==> config.mk <==
export PLATFORM = sky130hd
export DESIGN_NAME = address_range_set_table
export DESIGN_NICKNAME = d
export VERILOG_FILES = /design/src/ars_pkg.sv /design/src/ars_cmp.sv /design/src/ars_tbl.sv /design/src/address_range_set_table.sv
export SDC_FILE = /design/constraint.sdc
export NUM_CORES = 2
export LEC_CHECK = 0
export ABC_AREA = 0
export CAP_MARGIN = 20
export CORE_ASPECT_RATIO = 1.4
export CORE_MARGIN = 8
export CORE_UTILIZATION = 40
export DETAILED_ROUTE_END_ITERATION = 6
export DONT_BUFFER_PORTS = 1
export PLACE_DENSITY = 0.51
export RECOVER_POWER = 50
export SLEW_MARGIN = 20
export SYNTH_ARGS = -nofsm -noshare
export SYNTH_HDL_FRONTEND = slang
export SYNTH_SLANG_ARGS = --single-unit
==> constraint.sdc <==
create_clock -name aclk -period 13.8 [get_ports aclk]
set_input_delay 1.38 -clock aclk [delete_from_list [all_inputs] [get_ports aclk]]
set_output_delay 1.38 -clock aclk [all_outputs]
set_load 0.01 [all_outputs]
==> src/ars_pkg.sv <==
// Shared types and constants for the address range set table.
package ars_pkg;

    localparam int TABLE_ENTRIES = 16;
    localparam int ADDRESS_BITS  = 64;
    localparam int FIELD_W       = 64;
    localparam int IDX_W         = $clog2(TABLE_ENTRIES);
    localparam int CNT_W         = $clog2(TABLE_ENTRIES + 1);
    localparam int RESCAN_CAP    = 4 * TABLE_ENTRIES + 4;
    localparam int PASS_W        = $clog2(RESCAN_CAP);

    typedef logic [ADDRESS_BITS-1:0]  addr_t;
    typedef logic [IDX_W-1:0]         idx_t;
    typedef logic [CNT_W-1:0]         cnt_t;
    typedef logic [PASS_W-1:0]        pass_t;
    typedef logic [TABLE_ENTRIES-1:0] valid_vec_t;

    typedef enum logic [1:0] {
        ACT_ADD   = 2'd0,
        ACT_SUB   = 2'd1,
        ACT_QUERY = 2'd2,
        ACT_SIZE  = 2'd3
    } action_t;

    typedef enum logic [1:0] {
        STS_DONE  = 2'd0,
        STS_FULL  = 2'd1,
        STS_NOCHG = 2'd2
    } status_t;

    typedef enum logic [2:0] {
        ST_IDLE,
        ST_ADD,
        ST_APPEND,
        ST_SUB,
        ST_QUERY,
        ST_SIZE,
        ST_DONE
    } state_t;

    // Result of the shared compare unit for one entry
    typedef struct packed {
        logic  add_match;
        logic  add_chg;
        addr_t add_ns;
        addr_t add_ne;
        logic  sub_trim_end;
        logic  sub_trim_start;
        logic  sub_del;
        logic  sub_split;
        logic  hit;
        addr_t diff;
    } cmp_res_t;

    // Table write request
    typedef struct packed {
        logic  start_we;
        logic  end_we;
        idx_t  idx;
        addr_t start_d;
        addr_t end_d;
        logic  set_valid;
        logic  clr_valid;
    } tbl_wr_t;

endpackage

==> src/ars_cmp.sv <==
// Shared compare unit: evaluates one table entry against the working range.
module ars_cmp (
    input  ars_pkg::addr_t    ent_start,
    input  ars_pkg::addr_t    ent_end,
    input  ars_pkg::addr_t    op_lo,
    input  ars_pkg::addr_t    op_hi,
    output ars_pkg::cmp_res_t res
);
    import ars_pkg::*;

    logic s_lt_lo, s_eq_lo, s_lt_hi, s_eq_hi;
    logic e_lt_lo, e_eq_lo, e_lt_hi, e_eq_hi;
    logic s_le_lo, s_ge_lo, s_gt_lo, s_le_hi, s_lt_hi_s;
    logic e_ge_lo, e_gt_lo, e_le_hi, e_ge_hi, e_gt_hi;

    assign s_lt_lo = ent_start < op_lo;
    assign s_eq_lo = ent_start == op_lo;
    assign s_lt_hi = ent_start < op_hi;
    assign s_eq_hi = ent_start == op_hi;
    assign e_lt_lo = ent_end < op_lo;
    assign e_eq_lo = ent_end == op_lo;
    assign e_lt_hi = ent_end < op_hi;
    assign e_eq_hi = ent_end == op_hi;

    assign s_le_lo   = s_lt_lo | s_eq_lo;
    assign s_ge_lo   = ~s_lt_lo;
    assign s_gt_lo   = ~s_lt_lo & ~s_eq_lo;
    assign s_le_hi   = s_lt_hi | s_eq_hi;
    assign s_lt_hi_s = s_lt_hi;
    assign e_ge_lo   = ~e_lt_lo;
    assign e_gt_lo   = ~e_lt_lo & ~e_eq_lo;
    assign e_le_hi   = e_lt_hi | e_eq_hi;
    assign e_ge_hi   = ~e_lt_hi;
    assign e_gt_hi   = ~e_lt_hi & ~e_eq_hi;

    always_comb begin
        res = '0;
        res.add_ns = ent_start;
        res.add_ne = ent_end;
        priority if (s_eq_lo && e_eq_hi) begin
            res.add_match = 1'b1;
        end else if (s_le_lo && s_le_hi && e_ge_lo && e_le_hi) begin
            res.add_ne    = op_hi;
            res.add_match = 1'b1;
        end else if (s_ge_lo && s_le_hi && e_ge_lo && e_ge_hi) begin
            res.add_ns    = op_lo;
            res.add_match = 1'b1;
        end else if (s_le_lo && s_le_hi && e_ge_lo && e_ge_hi) begin
            res.add_match = 1'b1;
        end else if (s_ge_lo && s_le_hi && e_ge_lo && e_le_hi) begin
            res.add_ns    = op_lo;
            res.add_ne    = op_hi;
            res.add_match = 1'b1;
        end else begin
            res.add_match = 1'b0;
        end
        res.add_chg = (res.add_ns != ent_start) || (res.add_ne != ent_end);

        res.sub_trim_end   = s_lt_lo && s_lt_hi_s && e_gt_lo && e_lt_hi;
        res.sub_trim_start = s_gt_lo && s_lt_hi_s && e_gt_lo && e_gt_hi;
        res.sub_del        = s_gt_lo && s_lt_hi_s && e_gt_lo && e_lt_hi;
        res.sub_split      = s_lt_lo && s_lt_hi_s && e_gt_lo && e_gt_hi;

        res.hit  = s_le_lo && e_ge_lo;
        res.diff = ent_end - ent_start;
    end

endmodule

==> src/ars_tbl.sv <==
// Range storage: bound memories with registered read, valid flags and fill count.
module ars_tbl (
    input  logic                aclk,
    input  logic                aresetn,
    input  logic                rd_en,
    input  ars_pkg::idx_t       rd_idx,
    input  ars_pkg::tbl_wr_t    wr,
    output ars_pkg::addr_t      rd_start,
    output ars_pkg::addr_t      rd_end,
    output ars_pkg::valid_vec_t valid,
    output ars_pkg::cnt_t       count
);
    import ars_pkg::*;

    addr_t      start_mem [TABLE_ENTRIES];
    addr_t      end_mem   [TABLE_ENTRIES];
    addr_t      rd_start_reg, rd_end_reg;
    valid_vec_t valid_reg, valid_next;
    cnt_t       count_reg, count_next;

    always_ff @(posedge aclk) begin
        if (wr.start_we) begin
            start_mem[wr.idx] <= wr.start_d;
        end
        if (wr.end_we) begin
            end_mem[wr.idx] <= wr.end_d;
        end
        if (rd_en) begin
            rd_start_reg <= start_mem[rd_idx];
            rd_end_reg   <= end_mem[rd_idx];
        end
    end

    always_comb begin
        valid_next = valid_reg;
        count_next = count_reg;
        if (wr.set_valid) begin
            valid_next[wr.idx] = 1'b1;
            count_next         = count_reg + cnt_t'(1);
        end else if (wr.clr_valid) begin
            valid_next[wr.idx] = 1'b0;
            count_next         = count_reg - cnt_t'(1);
        end
    end

    always_ff @(posedge aclk) begin
        if (!aresetn) begin
            valid_reg <= '0;
            count_reg <= '0;
        end else begin
            valid_reg <= valid_next;
            count_reg <= count_next;
        end
    end

    assign rd_start = rd_start_reg;
    assign rd_end   = rd_end_reg;
    assign valid    = valid_reg;
    assign count    = count_reg;

endmodule

==> src/address_range_set_table.sv <==
// Top level of the address range set table: sequencer, operands and result register.
//
// The block keeps a table of TABLE_ENTRIES address ranges [start, end] and
// takes one operation per input beat: add (bounds ordered first, then merged
// into overlapping entries or appended to the lowest free slot), subtract
// (trim, delete strictly enclosed entries, split a strictly enclosing entry
// and re-add its upper piece), query (end inclusive) and size (wrapping sum
// of end minus start). One result beat comes back per input beat. Work is
// done by a single compare unit that visits the table one slot at a time;
// the bound memories have a registered read port, so an occupied slot is
// read in one step and compared in a second, while an empty slot is skipped
// without a read. Every add ends with its append step, whether or not it
// appends. A subtract restarts its scan from slot 0 after every delete or
// split (a split also runs a full add scan), bounded by 4*TABLE_ENTRIES+4
// passes. s_ready is high only while the sequencer is idle; a finished
// result waits in the output register while the next beat is taken. No
// clearing pass is needed after reset: only the valid flags and the fill
// count are cleared.
module address_range_set_table (
    input  logic                 aclk,
    input  logic                 aresetn,
    input  logic                 s_valid,
    output logic                 s_ready,
    input  logic [1:0]           s_action,
    input  logic [63:0]          s_range_start,
    input  logic [63:0]          s_range_end,
    output logic                 m_valid,
    input  logic                 m_ready,
    output logic                 m_hit,
    output logic [1:0]           m_status,
    output logic [63:0]          m_total_size,
    output ars_pkg::cnt_t        m_entries_used
);
    import ars_pkg::*;

    state_t  state_reg, state_next;
    action_t act_reg, act_next;
    idx_t    idx_reg, idx_next;
    logic    ph_reg, ph_next;
    pass_t   pass_reg, pass_next;
    logic    match_reg, match_next;
    logic    chg_reg, chg_next;
    logic    drop_reg, drop_next;
    logic    free_ok_reg, free_ok_next;
    idx_t    free_idx_reg, free_idx_next;
    logic    nest_reg, nest_next;
    logic    hit_reg, hit_next;
    addr_t   size_reg, size_next;
    addr_t   lo_reg, lo_next;
    addr_t   hi_reg, hi_next;
    addr_t   nlo_reg, nlo_next;
    addr_t   nhi_reg, nhi_next;

    logic    m_valid_reg, m_valid_next;
    logic    m_hit_reg, m_hit_next;
    status_t m_status_reg, m_status_next;
    addr_t   m_size_reg, m_size_next;
    cnt_t    m_used_reg, m_used_next;

    logic       rd_en;
    tbl_wr_t    wr;
    addr_t      rd_start, rd_end;
    valid_vec_t valid;
    cnt_t       count;
    cmp_res_t   cmp;
    addr_t      op_lo, op_hi;
    addr_t      in_a, in_b;
    logic       last;

    ars_tbl u_tbl (
        .aclk     (aclk),
        .aresetn  (aresetn),
        .rd_en    (rd_en),
        .rd_idx   (idx_reg),
        .wr       (wr),
        .rd_start (rd_start),
        .rd_end   (rd_end),
        .valid    (valid),
        .count    (count)
    );

    // The nested add of a split works on the upper piece
    assign op_lo = nest_reg ? nlo_reg : lo_reg;
    assign op_hi = nest_reg ? nhi_reg : hi_reg;

    ars_cmp u_cmp (
        .ent_start (rd_start),
        .ent_end   (rd_end),
        .op_lo     (op_lo),
        .op_hi     (op_hi),
        .res       (cmp)
    );

    assign in_a = addr_t'(s_range_start);
    assign in_b = addr_t'(s_range_end);
    assign last = idx_reg == idx_t'(TABLE_ENTRIES - 1);

    assign s_ready = state_reg == ST_IDLE;

    always_comb begin
        state_next    = state_reg;
        act_next      = act_reg;
        idx_next      = idx_reg;
        ph_next       = ph_reg;
        pass_next     = pass_reg;
        match_next    = match_reg;
        chg_next      = chg_reg;
        drop_next     = drop_reg;
        free_ok_next  = free_ok_reg;
        free_idx_next = free_idx_reg;
        nest_next     = nest_reg;
        hit_next      = hit_reg;
        size_next     = size_reg;
        lo_next       = lo_reg;
        hi_next       = hi_reg;
        nlo_next      = nlo_reg;
        nhi_next      = nhi_reg;
        m_valid_next  = m_valid_reg;
        m_hit_next    = m_hit_reg;
        m_status_next = m_status_reg;
        m_size_next   = m_size_reg;
        m_used_next   = m_used_reg;
        rd_en         = 1'b0;
        wr            = '0;
        wr.idx        = idx_reg;

        // Drop the result beat once taken
        if (m_valid_reg && m_ready) begin
            m_valid_next = 1'b0;
        end

        unique case (state_reg)
            ST_IDLE: begin
                if (s_valid) begin
                    act_next     = action_t'(s_action);
                    idx_next     = '0;
                    ph_next      = 1'b0;
                    pass_next    = '0;
                    match_next   = 1'b0;
                    chg_next     = 1'b0;
                    drop_next    = 1'b0;
                    free_ok_next = 1'b0;
                    nest_next    = 1'b0;
                    hit_next     = 1'b0;
                    size_next    = '0;
                    lo_next      = (in_a < in_b) ? in_a : in_b;
                    hi_next      = (in_a < in_b) ? in_b : in_a;
                    unique case (action_t'(s_action))
                        ACT_ADD: begin
                            state_next = ST_ADD;
                        end
                        ACT_SUB: begin
                            // Empty range: nothing to take away
                            state_next = (in_a == in_b) ? ST_DONE : ST_SUB;
                        end
                        ACT_QUERY: begin
                            lo_next    = in_a;
                            hi_next    = in_a;
                            state_next = ST_QUERY;
                        end
                        ACT_SIZE: begin
                            state_next = ST_SIZE;
                        end
                        default: begin
                            state_next = ST_IDLE;
                        end
                    endcase
                end
            end

            ST_ADD: begin
                if (!ph_reg) begin
                    if (valid[idx_reg]) begin
                        rd_en   = 1'b1;
                        ph_next = 1'b1;
                    end else begin
                        // Remember the lowest free slot for the append
                        if (!free_ok_reg) begin
                            free_ok_next  = 1'b1;
                            free_idx_next = idx_reg;
                        end
                        idx_next   = last ? '0 : idx_reg + idx_t'(1);
                        state_next = last ? ST_APPEND : ST_ADD;
                    end
                end else begin
                    wr.start_we = cmp.add_chg;
                    wr.end_we   = cmp.add_chg;
                    wr.start_d  = cmp.add_ns;
                    wr.end_d    = cmp.add_ne;
                    match_next  = match_reg | cmp.add_match;
                    chg_next    = chg_reg | cmp.add_chg;
                    ph_next     = 1'b0;
                    idx_next    = last ? '0 : idx_reg + idx_t'(1);
                    state_next  = last ? ST_APPEND : ST_ADD;
                end
            end

            ST_APPEND: begin
                if (!match_reg) begin
                    if (free_ok_reg) begin
                        wr.idx       = free_idx_reg;
                        wr.start_we  = 1'b1;
                        wr.end_we    = 1'b1;
                        wr.start_d   = op_lo;
                        wr.end_d     = op_hi;
                        wr.set_valid = 1'b1;
                        chg_next     = 1'b1;
                    end else begin
                        drop_next = 1'b1;
                    end
                end
                idx_next = '0;
                ph_next  = 1'b0;
                if (nest_reg) begin
                    // Back to the subtract scan from slot 0
                    nest_next = 1'b0;
                    if (pass_reg < pass_t'(RESCAN_CAP - 1)) begin
                        pass_next  = pass_reg + pass_t'(1);
                        state_next = ST_SUB;
                    end else begin
                        state_next = ST_DONE;
                    end
                end else begin
                    state_next = ST_DONE;
                end
            end

            ST_SUB: begin
                if (!ph_reg) begin
                    if (valid[idx_reg]) begin
                        rd_en   = 1'b1;
                        ph_next = 1'b1;
                    end else begin
                        idx_next   = last ? '0 : idx_reg + idx_t'(1);
                        state_next = last ? ST_DONE : ST_SUB;
                    end
                end else begin
                    ph_next = 1'b0;
                    priority if (cmp.sub_trim_end) begin
                        wr.end_we  = 1'b1;
                        wr.end_d   = lo_reg;
                        chg_next   = 1'b1;
                        idx_next   = last ? '0 : idx_reg + idx_t'(1);
                        state_next = last ? ST_DONE : ST_SUB;
                    end else if (cmp.sub_trim_start) begin
                        wr.start_we = 1'b1;
                        wr.start_d  = hi_reg;
                        chg_next    = 1'b1;
                        idx_next    = last ? '0 : idx_reg + idx_t'(1);
                        state_next  = last ? ST_DONE : ST_SUB;
                    end else if (cmp.sub_del) begin
                        wr.clr_valid = 1'b1;
                        chg_next     = 1'b1;
                        idx_next     = '0;
                        if (pass_reg < pass_t'(RESCAN_CAP - 1)) begin
                            pass_next  = pass_reg + pass_t'(1);
                            state_next = ST_SUB;
                        end else begin
                            state_next = ST_DONE;
                        end
                    end else if (cmp.sub_split) begin
                        // Keep the lower piece, re-add the upper one
                        wr.end_we    = 1'b1;
                        wr.end_d     = lo_reg;
                        chg_next     = 1'b1;
                        nlo_next     = hi_reg;
                        nhi_next     = rd_end;
                        nest_next    = 1'b1;
                        match_next   = 1'b0;
                        free_ok_next = 1'b0;
                        idx_next     = '0;
                        state_next   = ST_ADD;
                    end else begin
                        idx_next   = last ? '0 : idx_reg + idx_t'(1);
                        state_next = last ? ST_DONE : ST_SUB;
                    end
                end
            end

            ST_QUERY, ST_SIZE: begin
                if (!ph_reg) begin
                    if (valid[idx_reg]) begin
                        rd_en   = 1'b1;
                        ph_next = 1'b1;
                    end else begin
                        idx_next   = last ? '0 : idx_reg + idx_t'(1);
                        state_next = last ? ST_DONE : state_reg;
                    end
                end else begin
                    if (state_reg == ST_QUERY) begin
                        hit_next = hit_reg | cmp.hit;
                    end else begin
                        size_next = size_reg + cmp.diff;
                    end
                    ph_next    = 1'b0;
                    idx_next   = last ? '0 : idx_reg + idx_t'(1);
                    state_next = last ? ST_DONE : state_reg;
                end
            end

            ST_DONE: begin
                // Hold until the result register is free
                if (!m_valid_reg || m_ready) begin
                    m_valid_next = 1'b1;
                    m_hit_next   = hit_reg;
                    m_size_next  = size_reg;
                    m_used_next  = count;
                    if (act_reg == ACT_QUERY || act_reg == ACT_SIZE) begin
                        m_status_next = STS_DONE;
                    end else if (drop_reg) begin
                        m_status_next = STS_FULL;
                    end else if (chg_reg) begin
                        m_status_next = STS_DONE;
                    end else begin
                        m_status_next = STS_NOCHG;
                    end
                    state_next = ST_IDLE;
                end
            end

            default: begin
                state_next = ST_IDLE;
            end
        endcase
    end

    always_ff @(posedge aclk) begin
        if (!aresetn) begin
            state_reg   <= ST_IDLE;
            m_valid_reg <= 1'b0;
        end else begin
            state_reg   <= state_next;
            m_valid_reg <= m_valid_next;
        end
    end

    always_ff @(posedge aclk) begin
        act_reg      <= act_next;
        idx_reg      <= idx_next;
        ph_reg       <= ph_next;
        pass_reg     <= pass_next;
        match_reg    <= match_next;
        chg_reg      <= chg_next;
        drop_reg     <= drop_next;
        free_ok_reg  <= free_ok_next;
        free_idx_reg <= free_idx_next;
        nest_reg     <= nest_next;
        hit_reg      <= hit_next;
        size_reg     <= size_next;
        lo_reg       <= lo_next;
        hi_reg       <= hi_next;
        nlo_reg      <= nlo_next;
        nhi_reg      <= nhi_next;
        m_hit_reg    <= m_hit_next;
        m_status_reg <= m_status_next;
        m_size_reg   <= m_size_next;
        m_used_reg   <= m_used_next;
    end

    assign m_valid        = m_valid_reg;
    assign m_hit          = m_hit_reg;
    assign m_status       = m_status_reg;
    assign m_total_size   = FIELD_W'(m_size_reg);
    assign m_entries_used = m_used_reg;

endmodule

## After elaboration in Yosys (flattened, before gate mapping)

Memories as Yosys holds them, arrays and structs flattened. A register that Yosys moved wholly into a read port is not among the register bits.
Cells that the tools add are included.

- $add $sub $neg: 6
- Multipliers: 0
- Div/mod/pow operators: 0
- $lt $le $gt $ge: 9
- Equality and inequality tests: 41
- Shift operators: 0
- Muxes and demuxes: 139
- Bitwise operators: 24
- Reductions and logical operators: 53

Operator list:

| cell | number |
|---|---|
| 2-to-1 mux 64 bit | 19 |
| 2-to-1 mux 128 bit | 5 |
| one-hot mux 128 bit (3 select lines) | 1 |
| equality test 64 bit | 5 |
| < comparator 64 bit | 5 |
| 2-to-1 mux 135 bit | 2 |
| != test 64 bit | 2 |
| one-hot mux 64 bit (2 select lines) | 1 |
| adder 64 bit | 1 |
| subtractor 64 bit | 1 |
| 2-to-1 mux 1 bit | 55 |
| 2-to-1 mux 3 bit | 17 |
| 2-to-1 mux 7 bit | 7 |
| 2-to-1 mux 4 bit | 10 |
| != test 2 bit, second input constant | 18 |
| 2-to-1 mux 16 bit | 2 |
| one-hot mux 7 bit (3 select lines) | 1 |
| AND reduction 7 bit | 3 |
| logical AND 1 bit | 20 |
| one-hot mux 3 bit (6 select lines) | 1 |
| bitwise AND 16 bit | 1 |
| NOT 16 bit | 1 |
| OR 16 bit | 1 |
| one-hot mux 4 bit (4 select lines) | 1 |
| 43 further kinds | 92 |

- Register bits after elaboration: 441
- Bits in latches: 0
- Memory bits (writable): 2048
- ROM bits: 0
- Input port bits: 134
- Output and inout port bits: 74
- Logic and storage cells: 299
- Memories kept: 2

Memories:

| name | words | width | read ports | clocked after Yosys merged registers in | write ports | line | RTL |
|---|---|---|---|---|---|---|---|
| u_tbl.end_mem | 16 | 64 | 1 | 1 | 1 | ars_tbl.sv:16 | `addr_t end_mem [TABLE_ENTRIES];` |
| u_tbl.start_mem | 16 | 64 | 1 | 1 | 1 | ars_tbl.sv:15 | `addr_t start_mem [TABLE_ENTRIES];` |

## Logic depth before layout (Yosys ltp)

- Depth after elaboration: 17
- Gate-level depth with buffers: 18
- Depth with buffers taken out: 16

## Cells and area by module

Synthesis repeated with hierarchy kept, for this count alone.

- Cells, all modules: 7258
- Area, all modules: 119171.8 um^2

By module, submodules not included:

| module | times used | cells each | area each (um^2) | sequential area each (um^2) |
|---|---|---|---|---|
| ars_tbl | 1 | 3415 | 81562.0 | 65763.1 |
| address_range_set_table | 1 | 2186 | 24785.0 | 12542.0 |
| ars_cmp | 1 | 1657 | 12824.8 | 0.0 |

## Least setup slack after synthesis

OpenSTA, ideal clock, no wires.

- Kind: register -> register
- Start point: register nest_reg
- End point: register nhi_reg[0], enable pin
- Setup time: 0.617 ns
- Arrival time: 8.931 ns
- Required time: 13.183 ns
- Path slack: 4.252 ns
- Stages on the path, launching flop included: 16
- Buffers on the path: 4
- Clock period less this slack: 9.548 ns
- Path through: edfxtp_1 clkbuf_1 buf_2 buf_2 buf_4 mux2i_1 ha_1 a211oi_1 o211ai_1 o221ai_1 o211ai_1 a221o_1 nor4_2 o211a_1 nand2_2 nor2_1

- Cells in the longest elaborated chain, start to end: 9
- Elaborated cells between the ends (all ways): 30

Ends and longest elaborated chain:

| what | line | RTL |
|---|---|---|
| start, declared | address_range_set_table.sv:46 | `logic nest_reg, nest_next;` |
| start signal, assigned | address_range_set_table.sv:347 | `nest_reg <= nest_next;` |
| 2-to-1 mux 64 bit | address_range_set_table.sv:83 | `assign op_lo = nest_reg ? nlo_reg : lo_reg;` |
| < comparator 64 bit / equality test 64 bit (equally long branches) | ars_cmp.sv:16, ars_cmp.sv:17 |  |
| NOT 1 bit | ars_cmp.sv:27 | `assign s_gt_lo = ~s_lt_lo & ~s_eq_lo;` |
| bitwise AND 1 bit | ars_cmp.sv:27 |  |
| logical AND 1 bit (2 in series) | ars_cmp.sv:60, ars_cmp.sv:61 |  |
| logical AND 1 bit (on tied branches) | ars_cmp.sv:60, ars_cmp.sv:61 |  |
| NOT 1 bit (no line) | - |  |
| AND reduction 6 bit (no line) (*) | - |  |
| end signal, assigned | address_range_set_table.sv:353 | `nhi_reg <= nhi_next;` |
| end, declared | address_range_set_table.sv:52 | `addr_t nhi_reg, nhi_next;` |

Every way passes the cells marked *; elsewhere a longest branch is shown, timed or not.
A chain may end at the register's enable or synchronous reset.

## Worst setup path after layout

- Start point: register nest_reg
- End point: memory u_tbl.end_mem[9][53] (netlist name), enable pin

- Cells in the longest elaborated chain, start to end: 17
- Elaborated cells between the ends (all ways): 58

Ends and longest elaborated chain:

| what | line | RTL |
|---|---|---|
| 2-to-1 mux 64 bit (on tied branches) | address_range_set_table.sv:84, address_range_set_table.sv:83 |  |
| < comparator 64 bit (tied with other cells) | ars_cmp.sv:18 | `assign s_lt_hi = ent_start < op_hi;` |
| OR 1 bit / NOT 1 bit (equally long branches) | ars_cmp.sv:28, ars_cmp.sv:26, ars_cmp.sv:27 |  |
| logical AND 1 bit (2 in series) | ars_cmp.sv:45, ars_cmp.sv:50 |  |
| logical AND 1 bit | ars_cmp.sv:50 | `end else if (s_ge_lo && s_le_hi && e_ge_lo && e_le_hi) begin` |
| 2-to-1 mux 128 bit | ars_cmp.sv:50 |  |
| 2-to-1 mux 128 bit | ars_cmp.sv:48 | `end else if (s_le_lo && s_le_hi && e_ge_lo && e_ge_hi) begin` |
| 2-to-1 mux 64 bit | ars_cmp.sv:45 | `end else if (s_ge_lo && s_le_hi && e_ge_lo && e_ge_hi) begin` |
| 2-to-1 mux 64 bit | ars_cmp.sv:42 | `end else if (s_le_lo && s_le_hi && e_ge_lo && e_le_hi) begin` |
| 2-to-1 mux 128 bit | ars_cmp.sv:40 | `priority if (s_eq_lo && e_eq_hi) begin` |
| != test 64 bit | ars_cmp.sv:57 | `res.add_chg = (res.add_ns != ent_start) \|\| (res.add_ne != ent_end);` |
| logical OR 1 bit | ars_cmp.sv:57 |  |
| 2-to-1 mux 2 bit | address_range_set_table.sv:172 | `if (!ph_reg) begin` |
| one-hot mux 2 bit (3 select lines) (*) | address_range_set_table.sv:132 | `unique case (state_reg)` |
| 2-to-1 mux 1 bit (*) | ars_tbl.sv:25 | `if (wr.end_we) begin` |
| 2-to-1 mux 1 bit (not written as such) (*) | ars_tbl.sv:26 | `end_mem[wr.idx] <= wr.end_d;` |
| end, declared | ars_tbl.sv:16 |  |

Marks and branches as above.

==> impl_results.md <==
- Tcrit/Tclk final: 77.1%
- Top_reg_cell synth: edfxtp_1
- Register area: 78300 sq um
- Post-synth ARST share: 0%
- Total Wirelength: between 300000 and 400000 um
- Post-CTS Hold Buffers: 0
- Port Buffers: 0
- Crit path max fanout: 82
- Top cells by count, synth: 2591 x edfxtp_1, 512 x mux2i_1, 389 x ha_1, 360 x o21ai_0, 355 x inv_1
- Worst slew margin: -193%
- Antenna violations before repair: 49
- VDD IR max: 0.168 mV
- CP Capture Type: register
- Setup TNS Final: 0 ns
- Violated checks: max-capacitance violations, max-slew violations
- Distinct cells, synth: 83
- TritonCTS clock tree: built
- Area of the multi-input gates: 35700 sq um
- Clk_skew: 0.0419 ns
- Antenna-violating nets left: 0
- Num CTS Buffers: 276
- FILL cells: 25400
- Drt drc: 0
- Number of DRC markers in iteration 0: 6494
- Pin count of the biggest net entering global routing: 129
- Final min period: between 10 and 15 ns
- CTS max path bufs: 4
- 1st-pass router iterations: 6
- Initial Util: 40.1%
- Top Ports: between 200 and 250
- Worst skew pair latency: 0.87 ns
- Synth Area per Inst: 16.0 sq um
- Top flop regs: u_tbl.end_mem (1024), u_tbl.start_mem (1024)
- Worst-margin pin slew: 4.40 ns
- Fin. Hold Viols: 0
- Total vias in the final route: between 60000 and 70000
- Kind of start point of the critical path: register
- Area Growth Syn to Fin: 12.2%
- Die width: 472 um
- Vias in the first global route: 68500
- Die height: 654 um
- RSZ-0062 raised after global routing: false
- Share of the yosys chip area belonging to registers: 67.4%
- Rows: 234
- Max-cap violations: 56
- Post-CTS Resized: 0
- Register bit total from synthesis: 2616
- EDFF count, synth: 2591
- Min-Delay Path Depth: 0
- Clock sinks: between 2000 and 3000
- Peak Freq: about 0.094 GHz
- Gr usage total: 25.0%
- Cell area power density: 191 nW/um^2
- Post-layout util: 45.0%
- Total congestion overflow: 0
- DIE AREA: ~310000 sq um
- YS warnings: 0
- Syn_nets: 7870
- Setup-failing EPs final: 0
- DP Wirelength: between 200000 and 300000 um
- Clock slew at the register clock pins of the worst setup and hold paths: roughly 0.06 ns
- Nets: just over 8000
- First-pass GRT wire length: roughly 550000 um
- Final slew viol count: 1814
- Area of the mapped netlist: 116000 sq um
- Top cell type by total area after synthesis: edfxtp_1
- WS Path Type: register to register
- Req. time, crit path: ~14 ns
- Post-CTS setup buffer count: 0
- Clock root buffer: clkbuf_16
- Synth top area cells: edfxtp_1 67%, mux4_2 5.1%, mux2i_1 4.4%
- Status: finished with violations
- H-tree depth: 5
- Final Wtd Congestion: roughly 0.96
- Total power: 24.9 mW
- Via density: 5.92
- WP data arrival: 11.11 ns
- Count leader, synth: edfxtp_1
- Hold Crit Class: register to register
- Core Area: a little under 300000 sq um
- Mapped Cells: 7283
- Share of cells above drive strength 1: 14.8%
- Leak: 44.1 nW
- Synth top area share: 66.9%
- Routed len/inst: 34.7 um
- R2r worst-path depth: 14
area by class of cell:
class | count | share of cell area [%]
repair buffers | 250 | 1.27
inverters | 357 | 1.03
flip-flops and latches | 2616 | 60.0
multi-input cells | 3977 | 27.3
clock buffers | 342 | 5.66
clock inverters | 137 | 0.940
well taps | 3776 | 3.62
diodes | 45 | 0.0864
per-layer routing:
layer  global-route usage [%]  vias up  part of all wire, %
met3                     4.12      599                  5.9
met2                     43.1     2241                   50
met5                        0        -                0.041
met4                     9.73       22                  4.6
li1                         -    29400                    -
met1                     31.7    35900                   40
logic make-up (layout without fill, tap and decap cells):
| group | Yosys count | count (layout) | share of synthesized area (%) |
|---|---|---|---|
| AO/OA/AOI/OAI | 1495 | 1495 | 8.43 |
| XOR/XNOR | 143 | 143 | 1.08 |
| adder cells (fa/ha/maj) | 453 | 453 | 5.29 |
| buffers and inverters | 690 | 1086 | 2.35 |
| flip-flops | 2616 | 2616 | 67.4 |
| multiplexers | 1033 | 1033 | 12.0 |
| other | 0 | 45 | 0 |
| AND/OR/NAND/NOR | 853 | 853 | 3.50 |
critical path, cell delays in order, from the launching register on:
cell and delay (ns):
edfxtp_1 0.75, buf_12 0.53, mux2i_1 0.90, ha_1 0.40, a221oi_1 0.25, o21ai_0 0.13, a221o_1 0.33, a211o_1 0.30
a221oi_1 1.04, nand2_1 0.56, nor4_1 1.74, nor3_4 0.40, nor2_4 0.20, clkbuf_1 1.51, buf_4 0.83
cells in the final DEF (no fill, tap or decap), types with 30 or more instances in the layout:
cell       Yosys  layout
nand3_1       48      48
inv_1        355     353
diode_2        0      45
edfxtp_1    2591    2591
nor4_1        32      30
buf_4         11     158
nor3_1        45      45
o21ai_1       71      37
clkinv_1       2      56
o21ai_0      360     379
a22oi_1      135     135
mux4_2       263     263
a21oi_1      320     319
nor2_1       182     160
mux2i_1      512     510
clkinv_2       0      36
a32oi_1       64      64
o221ai_1      68      59
a221oi_1     138     140
fa_1          64      64
mux2_2       258     243
nand4_1       82      82
xnor2_1      114     114
nand2_1      333     334
ha_1         389     389
a21o_1       123     123
clkbuf_16      0     285
clkbuf_1     204     134
per-stage QoR:
stage	hold WS, ns	setup slack, ns	std cells	instance area, sq um
2_1_floorplan	0.426	4.25	7283	116000
3_3_place_gp	0.441	5.59	11000	122000
3_5_place_dp	0.437	5.53	11000	122000
4_1_cts	0.451	5.49	11400	131000
5_1_grt	0.468	2.77	11500	130000
6_report	0.453	3.17	11500	130000
power by group:
group          internal [mW]  switching [mW]
Combinational           2.74            4.79
Sequential              9.53           0.546
Clock                   4.16            3.11
final timing paths:
check,startpoint,end,slack [ns]
max reg2reg,nest_reg,u_tbl.end_mem[9][53],3.17
min,size_reg[61],m_total_size[61],0.45
max,nest_reg,u_tbl.end_mem[9][53],3.17
min reg2reg,size_reg[61],m_total_size[61],0.45
Note: power is estimated with default switching activity, not from simulation.
